### config.mk
export PLATFORM = sky130hd
export DESIGN_NAME = qnm_div_step
export DESIGN_NICKNAME = d
export VERILOG_FILES = /design/src/design/qnm_pkg.sv /design/src/design/qnm_div_step.sv
export SDC_FILE = /design/constraint.sdc
export NUM_CORES = 1
export LEC_CHECK = 0
export BUFFER_PORTS_ARGS = -buffer_cell sky130_fd_sc_hd__clkbuf_2
export CAP_MARGIN = 20
export CORE_AREA = 4 4 386 388
export CTS_CLUSTER_SIZE = 8
export DETAILED_ROUTE_END_ITERATION = 10
export DIE_AREA = 0 0 390 392
export PLACE_DENSITY = 0.55
export SYNTH_ARGS = -nofsm -noshare
export SYNTH_HDL_FRONTEND = slang
export SYNTH_SLANG_ARGS = --single-unit
### constraint.sdc
create_clock -name i_clk -period 3 [get_ports i_clk]
set_input_delay 0 -clock i_clk [delete_from_list [all_inputs] [get_ports i_clk]]
set_output_delay 0 -clock i_clk [all_outputs]
set_load 0.005 [all_outputs]
### src/design/qnm_pkg.sv
`timescale 1ns / 1ps

package qnm_pkg;

    localparam int COMP_WIDTH_DEF = 16;
    localparam int FRAC_BITS_DEF  = 14;

    localparam int          APB_ADDR_W     = 3;
    localparam int          APB_DATA_W     = 32;
    localparam int          THR_W          = 16;
    localparam logic [THR_W-1:0] THR_RESET = 16'd16;
    localparam logic [APB_ADDR_W-1:0] ADDR_ZERO_THR = 3'd0;

    localparam int N_ENTRIES = 9;

    // positive clamp: min(1.0, largest signed value)
    function automatic longint lim_pos(input int cw, input int fb);
        longint one;
        longint top;
        one = longint'(1) <<< fb;
        top = (longint'(1) <<< (cw - 1)) - 1;
        return (one < top) ? one : top;
    endfunction

    // negative clamp magnitude: min(1.0, most negative magnitude)
    function automatic longint lim_neg(input int cw, input int fb);
        longint one;
        longint top;
        one = longint'(1) <<< fb;
        top = longint'(1) <<< (cw - 1);
        return (one < top) ? one : top;
    endfunction

endpackage

### src/design/qnm_div_step.sv
`timescale 1ns / 1ps

module qnm_div_step #(
    parameter int W     = 16,
    parameter int QW    = 16,
    parameter bit SHIFT = 1'b1
) (
    input  logic              i_clk,
    input  logic              i_rst_n,
    input  logic              i_en,
    input  logic              i_valid,
    input  logic              i_zero,
    input  logic [2*W:0]      i_n,
    input  logic [2*W+1:0]    i_rem [9],
    input  logic [QW-1:0]     i_q [9],
    input  logic              i_neg [9],
    output logic              o_valid,
    output logic              o_zero,
    output logic [2*W:0]      o_n,
    output logic [2*W+1:0]    o_rem [9],
    output logic [QW-1:0]     o_q [9],
    output logic              o_neg [9]
);
    import qnm_pkg::*;

    localparam int RW = 2 * W + 2;

    logic [RW-1:0] n_sh [N_ENTRIES];
    logic          n_ge [N_ENTRIES];

    always_comb begin
        for (int k = 0; k < N_ENTRIES; k++) begin
            n_sh[k] = SHIFT ? {i_rem[k][RW-2:0], 1'b0} : i_rem[k];
            n_ge[k] = (n_sh[k] >= {1'b0, i_n});
        end
    end

    always_ff @(posedge i_clk) begin
        if (!i_rst_n) begin
            o_valid <= 1'b0;
        end else if (i_en) begin
            o_valid <= i_valid;
        end
    end

    always_ff @(posedge i_clk) begin
        if (i_en) begin
            o_zero <= i_zero;
            o_n    <= i_n;
            for (int k = 0; k < N_ENTRIES; k++) begin
                o_rem[k] <= n_ge[k] ? (n_sh[k] - {1'b0, i_n}) : n_sh[k];
                o_q[k]   <= {i_q[k][QW-2:0], n_ge[k]};
                o_neg[k] <= i_neg[k];
            end
        end
    end

endmodule

==> summary.md <==
| Metric | Value |
|---|---|
| Status | finished clean |
| WL per Instance | 23.9 um |
| Via count | 36800 |
| DRC viols | 0 |
| Htree depth | 3 |
| Fin crit period | 2.95 ns |
| Crit end category | register |
| Total power | 26.6 mW |
| Ranking of synthesized cells by area | edfxtp_1 (44%), ha_1 (11%), o21ai_0 (4.9%), a21oi_1 (4.3%), nand2_1 (4.2%) |
| Most frequent cells in the layout | clkbuf_2 (969), buf_4 (681), dlygate4sd3_1 (552) |
| Final-report hold violation count | 0 |
| Post-Synthesis Cells | 3417 |
| Max Fclk | 339 MHz |
| Mapped cell area | 0.0340 mm^2 |
| Global-route wire length before repair | 253 mm |
| GRT overflow | 0 |
| Synth Register Bits | 494 |
| Post-synth EDFFs | 493 |
| Non-Filler Instances | 7632 |
| Library cells used by synthesis | 80 |
| Yosys warns | 0 |
| Clk root buf | clkbuf_16 |
| Final setup margin | 0.0532 ns |
| Layout Area Growth over Synthesis | 62.6% |
| Syn nets | 4220 |
| Site Rows | 140 |
| Slowest stage delay, CP | 0.54 ns |
| Routed Antenna Nets | 0 |
| Slew Limit Fails | 0 |
| Chip Width | 390 um |
| Setup violators final | 0 |
| Peak VDD IR | 0.000389 V |
| Clock Latency Late Sink | 0.69 ns |
| Top_reg_cell synth | edfxtp_1 |
| Routed wire length | 182 mm |
| Largest net degree at the start of global routing | 93 |
| Clock transition at path regs | 0.05 ns |
| Setup TNS | 0 ns |
| Final HPWL DP | 148 mm |
| Final nets | 6460 |
| Crit-path cells | dlygate4sd3_1 > clkbuf_2 > ha_1 > nor2b_1 > o31a_1 > o31a_1 > o31ai_4 > o211ai_1 > a211o_1 > a311oi_4 > buf_4 > buf_4 > o21ai_0 |
| Gr usage total | 0.228 |
| PD cells | 481 mW/mm^2 |
| # IOs | 991 |
| Clk buf depth | 3 |
| Max Cap Viol | 0 |
| Tcrit/Tclk final | 0.982 |
| HP Class | in2reg |
| Core area | 0.145 mm^2 |
| Static Leakage | 24.9 nW |
| Initial DRC count | 2834 |
| Worst-margin pin slew | 0.687 ns |
| Post-synthesis sequential area ratio | 0.436 |
| Vias in the first global route | 36400 |
| Cell taking the most area after synthesis | edfxtp_1 |
| Clock sinks | 494 |
| Drt pass-1 iters | 6 |
| CTS tree | yes |
| Setup Skew | 0 ns |
| Final Util | 0.380 |
| Slew margin rel. | 0.542 |
| Share of layout cells above drive strength 1 | 0.338 |
| Worst endpoint data arrival time | 3.36 ns |
| Yosys top cell area share | 0.436 |
| Leading cell type in the layout, fill and taps excluded | clkbuf_2 |
| Vias per inst | 4.82 |
| Asr flop ratio synth | 0 |
| WP data required | 3.42 ns |
| GP Congestion | 0.976 |
| IO Port Bufs | 972 |
| Setup crit start kind | input port |
| Die Height | 392 um |
| Avg Inst Size Synth | 9.95 um^2 |
| Largest fanout on the critical path | 16 |
| Cts bufs inserted | 77 |
| Placed cell count | 6942 |
| Starting Density | 0.234 |
| Die area | 0.153 mm^2 |
| Placement Setup Slack | -0.446 ns |
| RSZ-0062 raised after global routing | yes |
| Critical path type | in2reg |
| Slowest CP cell | dlygate4sd3_1 |
| Antenna violations before repair | 61 |
-- cell usage after synthesis, types with 44 or more instances --
master,n
o21a_1,48
nand3_1,68
xnor2_1,113
nor2_1,196
nor3_1,52
mux2_2,51
nand2_1,379
clkbuf_1,90
a21o_1,183
inv_1,104
ha_1,297
xor2_1,120
and3_1,44
o21ai_0,336
edfxtp_1,493
a21oi_1,291
-- path summary, 6_finish.rpt --
| check | slack, ns | to | cells after the start | start |
|---|---|---|---|---|
| max | 0.05 | o_rem[37] | 13 | i_rem[35] |
| min | 0.05 | o_rem[35] | 4 | i_n[1] |
| max reg2reg | 1.82 | o_valid | 3 | o_valid |
| min reg2reg | 1.11 | o_valid | 3 | o_valid |
-- routing by layer --
metal,part of all wire,GRT usage,vias to the layer above
met5,0.0013,0,-
met4,0.048,0.103,34
met3,0.076,0.0526,340
met2,0.47,0.386,1535
met1,0.40,0.275,17400
li1,-,-,17400
-- final cells by class --
cell class,count,area [um^2]
Clock inverter,20,251
Antenna cell,26,65.1
Multi-Input combinational cell,2710,18500
Sequential cell,494,14800
Fill cell,14500,90100
Tap cell,1917,2400
Inverter,106,404
Clock buffer,91,1990
Timing Repair Buffer,2268,16800
-- registers in the layout, indices dropped and copies added (netlist names) --
signal   flops
o_rem      306
o_neg        9
o_valid      1
o_zero       1
o_q        144
o_n         33
-- per-stage QoR --
step           hold WS (ns)  instance area, um^2
6_report             0.0498                55200
4_1_cts            0.000756                55000
3_5_place_dp          0.179                47300
3_3_place_gp          0.178                47300
5_1_grt              0.0368                55200
2_1_floorplan        0.0989                34000
-- report_power, final --
part           switching [mW]  internal, mW  leakage, nW
combinational            4.75          4.23         19.0
clock                    3.54          4.87         1.09
sequential              0.388          8.78         4.83
-- cell families (layout without fill, tap and decap cells) --
logic type / after synthesis / count (layout) / share of synthesized area
mux: 58 / 58 / 0.0191
flops: 494 / 494 / 0.436
xor+xnor: 233 / 233 / 0.0600
compound gates: 1164 / 1164 / 0.216
other cells: 0 / 26 / 0
fa+ha+maj: 306 / 306 / 0.115
buf+inv: 213 / 2485 / 0.0240
simple gates: 949 / 949 / 0.130
-- what timing repair did --
item                                    CTS  global route
hold buffers                            554             0
endpoints found under the setup margin    0            70
setup buffers                             0             0
hold endpoints to repair                583             0
gates resized for setup                   0            40
-- worst max-delay path: cells and delay by family --
family	cells	cell delay, ns
buffers and inverters	4	1.11
adder cells (fa/ha/maj)	1	0.29
AND/OR/NAND/NOR	1	0.15
AO/OA/AOI/OAI	7	1.82
Power figures use the tool's default switching activity.
